## src/rtl/wlm_pkg.sv

```systemverilog
package wlm_pkg;

    localparam int MaxPattern = 16;
    localparam int PatBytes   = 16;
    localparam int UsedBytes  = (MaxPattern < PatBytes) ? MaxPattern : PatBytes;
    localparam int RowW       = UsedBytes + 1;
    localparam int LenW       = 5;
    localparam int CfgW       = 64;
    localparam int QDepth     = 2;
    localparam int QPtrW      = $clog2(QDepth);
    localparam int QCntW      = $clog2(QDepth + 1);

    localparam logic [7:0] ChAny  = 8'h3F;
    localparam logic [7:0] ChStar = 8'h2A;
    localparam logic [7:0] ChLowA = 8'h61;
    localparam logic [7:0] ChLowZ = 8'h7A;
    localparam logic [7:0] CaseOff = 8'h20;

    typedef enum logic [1:0] {
        RegPatternLow    = 2'd0,
        RegPatternHigh   = 2'd1,
        RegPatternLength = 2'd2,
        RegIgnoreCase    = 2'd3
    } reg_index_t;

    typedef struct packed {
        logic [UsedBytes-1:0] in_use;
        logic [UsedBytes-1:0] star;
        logic [RowW-1:0]      row_zero;
        logic [LenW-1:0]      used_len;
    } pat_info_t;

    typedef struct packed {
        logic [UsedBytes-1:0] hit;
        logic                 last;
    } entry_t;

    function automatic logic [7:0] fold_char(input logic [7:0] c, input logic ic);
        logic [7:0] r;
        r = c;
        if (ic && c >= ChLowA && c <= ChLowZ)
        begin
            r = c - CaseOff;
        end
        return r;
    endfunction

endpackage

```

## src/rtl/wildcard_line_matcher.sv

```systemverilog
// Channel   Direction  Payload
// s_axis    in         tdata[7:0] char_in, tlast line_end
// m_axis    out        tdata[0] line_matches, tdata[7:1] zero
// cfg       in         cfg_index 0..3 selects register, cfg_data 64 bits
//
// One character per cycle while the queue has room; the row update is
// a prefix-OR chain over the 16 pattern positions in the back stage.
// A two-entry queue sits between classification and the row update.
// One result per line, registered as the line end leaves the queue
// and held in an output register until transferred; a line end waits in the
// queue while that register is occupied, and the input stalls once it is full.
// Reset clears the pattern registers, queue and line state.
module wildcard_line_matcher (
    input  logic        clk,
    input  logic        rst_n,
    input  logic        cfg_we,
    input  logic [1:0]  cfg_index,
    input  logic [63:0] cfg_data,
    input  logic        s_tvalid,
    output logic        s_tready,
    input  logic [7:0]  s_tdata,   // [7:0] char_in
    input  logic        s_tlast,
    output logic        m_tvalid,
    input  logic        m_tready,
    output logic [7:0]  m_tdata    // [0] line_matches, [7:1] zero
);
    import wlm_pkg::*;

    entry_t    f_entry;
    entry_t    q_entry;
    pat_info_t info;
    logic      q_full;
    logic      q_valid;
    logic      q_pop;
    logic      push;
    logic      match_bit;

    assign s_tready = !q_full;
    assign push     = s_tvalid && !q_full;

    wlm_front u_front (
        .clk       (clk),
        .rst_n     (rst_n),
        .cfg_we    (cfg_we),
        .cfg_index (cfg_index),
        .cfg_data  (cfg_data),
        .char_in   (s_tdata),
        .line_end  (s_tlast),
        .entry     (f_entry),
        .info      (info)
    );

    wlm_queue u_queue (
        .clk       (clk),
        .rst_n     (rst_n),
        .push      (push),
        .push_data (f_entry),
        .full      (q_full),
        .pop       (q_pop),
        .pop_data  (q_entry),
        .not_empty (q_valid)
    );

    wlm_back u_back (
        .clk         (clk),
        .rst_n       (rst_n),
        .info        (info),
        .entry       (q_entry),
        .entry_valid (q_valid),
        .entry_pop   (q_pop),
        .out_valid   (m_tvalid),
        .out_match   (match_bit),
        .out_ready   (m_tready)
    );

    assign m_tdata = {7'd0, match_bit};

endmodule

```

## src/rtl/wlm_front.sv

```systemverilog
module wlm_front (
    input  logic                 clk,
    input  logic                 rst_n,
    input  logic                 cfg_we,
    input  logic [1:0]           cfg_index,
    input  logic [63:0]          cfg_data,
    input  logic [7:0]           char_in,
    input  logic                 line_end,
    output wlm_pkg::entry_t      entry,
    output wlm_pkg::pat_info_t   info
);
    import wlm_pkg::*;

    logic [63:0]     pat_low_reg;
    logic [63:0]     pat_high_reg;
    logic [LenW-1:0] pat_len_reg;
    logic            ign_case_reg;
    logic [127:0]    pat_all;
    logic [7:0]      ch_f;

    always_ff @(posedge clk or negedge rst_n)
    begin
        if (!rst_n)
        begin
            pat_low_reg  <= '0;
            pat_high_reg <= '0;
            pat_len_reg  <= '0;
            ign_case_reg <= 1'b0;
        end
        else if (cfg_we)
        begin
            case (reg_index_t'(cfg_index))
                RegPatternLow:    pat_low_reg  <= cfg_data;
                RegPatternHigh:   pat_high_reg <= cfg_data;
                RegPatternLength: pat_len_reg  <= cfg_data[LenW-1:0];
                RegIgnoreCase:    ign_case_reg <= cfg_data[0];
                default:          ;
            endcase
        end
    end

    assign pat_all = {pat_high_reg, pat_low_reg};

    always_comb
    begin
        info.used_len = (pat_len_reg > LenW'(UsedBytes)) ? LenW'(UsedBytes) : pat_len_reg;
        info.row_zero = '0;
        info.row_zero[0] = 1'b1;
        for (int k = 0; k < UsedBytes; k++)
        begin
            info.in_use[k] = (LenW'(k) < info.used_len);
            info.star[k]   = (pat_all[8*k +: 8] == ChStar);
        end
        for (int k = 0; k < UsedBytes; k++)
        begin
            info.row_zero[k+1] = info.row_zero[k] & info.star[k] & info.in_use[k];
        end
    end

    // classify the incoming byte against every pattern position
    assign ch_f = fold_char(char_in, ign_case_reg);

    always_comb
    begin
        entry.last = line_end;
        for (int k = 0; k < UsedBytes; k++)
        begin
            entry.hit[k] = info.in_use[k] &&
                ((pat_all[8*k +: 8] == ChAny) ||
                 (fold_char(pat_all[8*k +: 8], ign_case_reg) == ch_f));
        end
    end

endmodule

```

## src/rtl/wlm_queue.sv

```systemverilog
module wlm_queue (
    input  logic             clk,
    input  logic             rst_n,
    input  logic             push,
    input  wlm_pkg::entry_t  push_data,
    output logic             full,
    input  logic             pop,
    output wlm_pkg::entry_t  pop_data,
    output logic             not_empty
);
    import wlm_pkg::*;

    entry_t            mem_reg [QDepth];
    logic [QPtrW-1:0]  wr_ptr_reg;
    logic [QPtrW-1:0]  rd_ptr_reg;
    logic [QCntW-1:0]  count_reg;
    logic [QCntW-1:0]  count_next;

    assign full      = (count_reg == QCntW'(QDepth));
    assign not_empty = (count_reg != '0);
    assign pop_data  = mem_reg[rd_ptr_reg];

    always_comb
    begin
        count_next = count_reg;
        if (push && !pop)
        begin
            count_next = count_reg + QCntW'(1);
        end
        else if (pop && !push)
        begin
            count_next = count_reg - QCntW'(1);
        end
    end

    always_ff @(posedge clk)
    begin
        if (push)
        begin
            mem_reg[wr_ptr_reg] <= push_data;
        end
    end

    always_ff @(posedge clk or negedge rst_n)
    begin
        if (!rst_n)
        begin
            wr_ptr_reg <= '0;
            rd_ptr_reg <= '0;
            count_reg  <= '0;
        end
        else
        begin
            count_reg <= count_next;
            if (push)
            begin
                wr_ptr_reg <= (wr_ptr_reg == QPtrW'(QDepth - 1)) ? '0 : wr_ptr_reg + 1'b1;
            end
            if (pop)
            begin
                rd_ptr_reg <= (rd_ptr_reg == QPtrW'(QDepth - 1)) ? '0 : rd_ptr_reg + 1'b1;
            end
        end
    end

endmodule

```

## src/rtl/wlm_back.sv

```systemverilog
module wlm_back (
    input  logic                clk,
    input  logic                rst_n,
    input  wlm_pkg::pat_info_t  info,
    input  wlm_pkg::entry_t     entry,
    input  logic                entry_valid,
    output logic                entry_pop,
    output logic                out_valid,
    output logic                out_match,
    input  logic                out_ready
);
    import wlm_pkg::*;

    logic [RowW-1:0] row_reg;
    logic [RowW-1:0] row_next;
    logic [1:0]      seen_reg;
    logic [1:0]      seen_next;
    logic            out_valid_reg;
    logic            out_valid_next;
    logic            out_match_reg;
    logic [RowW-1:0] prev;
    logic [RowW-1:0] cur;
    logic            slot_free;

    assign slot_free = !out_valid_reg || out_ready;
    assign entry_pop = entry_valid && (!entry.last || slot_free);
    assign prev      = (seen_reg == 2'd0) ? info.row_zero : row_reg;

    // advance the row; star positions carry a prefix OR
    always_comb
    begin
        cur = '0;
        for (int j = 1; j < RowW; j++)
        begin
            if (!info.in_use[j-1])
            begin
                cur[j] = 1'b0;
            end
            else if (info.star[j-1])
            begin
                cur[j] = prev[j] | cur[j-1];
            end
            else
            begin
                cur[j] = entry.hit[j-1] & prev[j-1];
            end
        end
    end

    always_comb
    begin
        row_next       = row_reg;
        seen_next      = seen_reg;
        out_valid_next = out_valid_reg && !out_ready;
        if (entry_pop)
        begin
            if (entry.last)
            begin
                row_next       = info.row_zero;
                seen_next      = 2'd0;
                out_valid_next = 1'b1;
            end
            else
            begin
                row_next  = cur;
                seen_next = (seen_reg == 2'd2) ? 2'd2 : seen_reg + 2'd1;
            end
        end
    end

    always_ff @(posedge clk or negedge rst_n)
    begin
        if (!rst_n)
        begin
            row_reg       <= RowW'(1);
            seen_reg      <= 2'd0;
            out_valid_reg <= 1'b0;
        end
        else
        begin
            row_reg       <= row_next;
            seen_reg      <= seen_next;
            out_valid_reg <= out_valid_next;
        end
    end

    always_ff @(posedge clk)
    begin
        if (entry_pop && entry.last)
        begin
            out_match_reg <= (seen_reg != 2'd0) && cur[info.used_len];
        end
    end

    assign out_valid = out_valid_reg;
    assign out_match = out_match_reg;

endmodule
```

## config.mk

```make
export PLATFORM = sky130hd
export DESIGN_NAME = wildcard_line_matcher
export DESIGN_NICKNAME = d
export VERILOG_FILES = /design/src/rtl/wlm_pkg.sv /design/src/rtl/wildcard_line_matcher.sv /design/src/rtl/wlm_front.sv /design/src/rtl/wlm_queue.sv /design/src/rtl/wlm_back.sv
export SDC_FILE = /design/constraint.sdc
export NUM_CORES = 1
export LEC_CHECK = 0
export ABC_AREA = 1
export ABC_CLOCK_PERIOD_IN_PS = 5600
export BUFFER_PORTS_ARGS = -buffer_cell sky130_fd_sc_hd__buf_4
export CORE_AREA = 2 2 220 222
export DETAILED_ROUTE_END_ITERATION = 10
export DIE_AREA = 0 0 222 224
export PLACE_DENSITY = 0.41
export SKIP_CTS_REPAIR_TIMING = 1
export SYNTH_ARGS = -nofsm -noshare
export SYNTH_HDL_FRONTEND = slang
export SYNTH_SLANG_ARGS = --single-unit
export TNS_END_PERCENT = 50
```

## constraint.sdc

```tcl
create_clock -name clk -period 5.6 [get_ports clk]
set_clock_uncertainty 0.1 [all_clocks]
set_input_delay 0.56 -clock clk [delete_from_list [all_inputs] [get_ports clk]]
set_output_delay 0.56 -clock clk [all_outputs]
set_load 0.005 [all_outputs]
```

==> results.md <==
* Placer Congestion at between 0.8 and 0.9
* TritonCTS clock tree: done
* GRT Residual Overflow at 0
* Post-synthesis register bit count at just under 200
* Skew-Pair Late Insertion Delay at 460 ps
* CTS H-tree lvls at 4
* Status: complete, but fails checks
* Worst setup path end: u_back.out_match$_DFFE_PP_
* Non-Filler Instances at 2235
* Die area at approximately 50000 µm²
* P_int at 2.79 mW
* Critical path arrival at between 4000 and 5000 ps
* Slowest Stage Delay on Critical Path at 680 ps
* Net Sw Frac at 38.8%
* Die height at between 200 and 250 µm
* Seq/Total Area, Yosys at a little over two fifths
* Tot Pwr at roughly 4.6 mW
* Period utilization at approximately three quarters
* Starting DRT DRC Count at ~1.0k
* Crit Reg-Reg Startpoint: u_back.seen_reg[0]$_DFFE_PN0P_
* Clk pwr share at roughly a quarter
* Fmax at ~230 MHz
* VDD IR max at between 0.2 and 0.25 mV
* Largest net degree at the start of global routing at 77
* Final worst slack at between 1000 and 1500 ps
* Slowest CP cell: ha_1
* Slew @ Worst Pin at roughly 870 ps
* Setup TNS at 0 ps
* N_diodes at 0
* # DRC at 0
* Synth area leaders: dfrtp_1 33%, nand2_1 10%, edfxtp_1 8.9%
* Worst slew margin at approximately 41%
* Crit path max fanout at 17
* Via count at about 11k
* DRT antenna net count at 0
* Data required, critical path at roughly 5800 ps
* Clock Sinks at between 150 and 200
* Lkg Pwr at around 5.9 nW
* Max cap viols at 0
* FF-to-FF setup slack at between 1000 and 1500 ps
* Floorplan Core Area at around 47000 µm²
* Switching power total at ~1.8 mW
* Die X at between 200 and 250 µm
* RSZ-0062 raised after global routing: false
* Seq pwr share at 43.3%
* Post-synth EDFFs at 35
* Number of global-route vias before repair at around 10k
* First-pass GRT wire length at 61800 µm
* Clock transition at path regs at around 70 ps
* Final Setup Violations at 0
* P&R area growth vs syn at 15.3%
* Initial antenna violation count at 0
* Failing checks: negative hold slack
* # IOs at 90
* Crit. Startpoint: u_back.seen_reg[0]$_DFFE_PN0P_
* Clk buf depth at 2
* Syn Area/Cell at 7.59 µm²
* Minimum clock period at ~4300 ps
* Cells after DPL at about 2.2k
* Placement row count at 80
* Total CTS buffers at 17
* Synth warn at 0
* Mapped Area at 11800 µm²
* CP Class: reg -> reg
* Port bufs at a little over 80
* Detailed Place HPWL at roughly 28000 µm
* Vias per cell at around 4.8
* Final hold violations at 23
* Yosys top cell by area: dfrtp_1
* Setup crit end kind: flip-flop
* Fin nets at ~1.7k
* Initial Utilization at between 20 and 25%
* Layout cell share with drive strength beyond 1 at 12.7%
* Hold Crit Class: in -> async
* WL final at between 30000 and 40000 µm
* Overall Global Routing Usage at 16.1%
* Worst r2r path cells at 38
* Routed WL per cell at 17.4 µm
* Dpl ws at between 1000 and 1500 ps
* CP dominant cell by count: nand2_2
* DRT Pass-1 Iters at 5
* P per Cell Area at 336 nW/µm²
* Reg2reg end: u_back.out_match$_DFFE_PP_
* Prevailing post-synth register cell: dfrtp_1
* Post-synth cell types at between 40 and 50
* Max Transition Viols Final at 0
* Min Hold Slack at -24.2 ps
* Syn Inst Count at between 1.5k and 2k
* Root Buffer: clkbuf_16
* Post-synth top area share at between 30% and 40%
* Startpoint type of the worst setup path: flip-flop
* Async SR Flop Fraction at around 82%
* Part of the power in combinational logic at between 30 and 40%
## per-layer routing
metal / part of all wire (%) / global-route usage (%) / vias to the layer above
li1: - / - / 5353
met1: 50 / 22.7 / 5063
met2: 44 / 25.2 / 253
met3: 3.3 / 1.81 / 59
met4: 2.9 / 6.34 / 0
met5: 0 / 0 / -
## stage by stage
stage	utilization, %	area [µm²]
floorplan	-	11800
global placement	27.5	13000
detailed placement	27.5	13000
CTS	28.7	13600
global route	28.7	13600
finish	28.7	13600
## layout make-up
class / instances / area, µm²
Tap cell: 615 / 769
Sequential cell: 193 / 5010
Clock buffer: 21 / 440
Fill cell: 5139 / 33800
Inverter: 200 / 751
Multi-Input combinational cell: 1097 / 5770
Timing Repair Buffer: 98 / 739
Clock inverter: 11 / 91.3
## worst min path at each step
stage,slack (ps),depth (start not counted),to,startpoint
floorplan,160,0,u_back.out_valid$_DFF_PN0_,rst_n
global placement,370,2,u_back.row_reg[1]$_DFFE_PN0P_,u_back.row_reg[1]$_DFFE_PN0P_
detailed placement,370,2,u_back.row_reg[3]$_DFFE_PN0P_,u_back.row_reg[3]$_DFFE_PN0P_
CTS,-10,1,u_front.pat_high_reg[4]$_DFFE_PN0P_,rst_n
global route,20,1,u_front.pat_high_reg[5]$_DFFE_PN0P_,rst_n
finish,-20,1,u_front.pat_low_reg[7]$_DFFE_PN0P_,rst_n
## kinds of logic after synthesis
kind of cell	count (synthesis)	share of synthesized area [%]
AND/OR/NAND/NOR	655	24.6
AO/OA/AOI/OAI	367	18.3
buffers and inverters	267	8.83
flip-flops	193	42.5
XOR/XNOR	49	3.65
adder cells (fa/ha/maj)	19	2.02
other	1	0.0319
## critical path: cells and delay by family (launching register included)
| kind | cells | cell delay [ps] |
|---|---|---|
| AND/OR/NAND/NOR | 34 | 2450 |
| flip-flops | 1 | 360 |
| adder cells (fa/ha/maj) | 1 | 680 |
| AO/OA/AOI/OAI | 2 | 490 |
| buffers and inverters | 1 | 70 |
## layout by cell type (no fill, tap or decap), drive strengths merged
cell type    n
o311ai       1
inv        195
xor2        17
a221oi       6
clkbuf      21
a211oi      13
bufinv       1
a2111oi     10
edfxtp      35
nor3        37
a21oi       78
buf         98
o22ai       21
xnor2       32
o21bai       2
dfrtp      157
conb         7
clkinvlp     2
or3          1
o211ai      14
dfstp        1
nand2      349
o21ai      182
a21boi       1
nand3b       1
o2111ai      9
ha          19
nor4        17
o2111a       1
nand3       47
nand4       48
o221ai      17
a31oi        9
a31o         1
or2         12
a41oi        2
nor2       143
clkinv      13
## cells in the mapped netlist, types with 32 or more instances
library cell,count
nand2_1,319
inv_1,187
o21ai_0,176
dfrtp_1,157
nor2_1,133
a21oi_1,73
clkbuf_1,50
nand4_1,47
nand3_1,45
edfxtp_1,35
nor3_1,34
xnor2_1,32
## power groups by stage
stage / sequential, mW / combinational, mW / clock, mW
floorplan: 1.91 / 0.967 / 0
global placement: 2.00 / 1.42 / 0
detailed placement: 2.00 / 1.42 / 0
CTS: 1.97 / 1.43 / 1.21
global route: 2.01 / 1.62 / 1.25
finish: 1.97 / 1.42 / 1.17
Power figures use the tool's default switching activity.
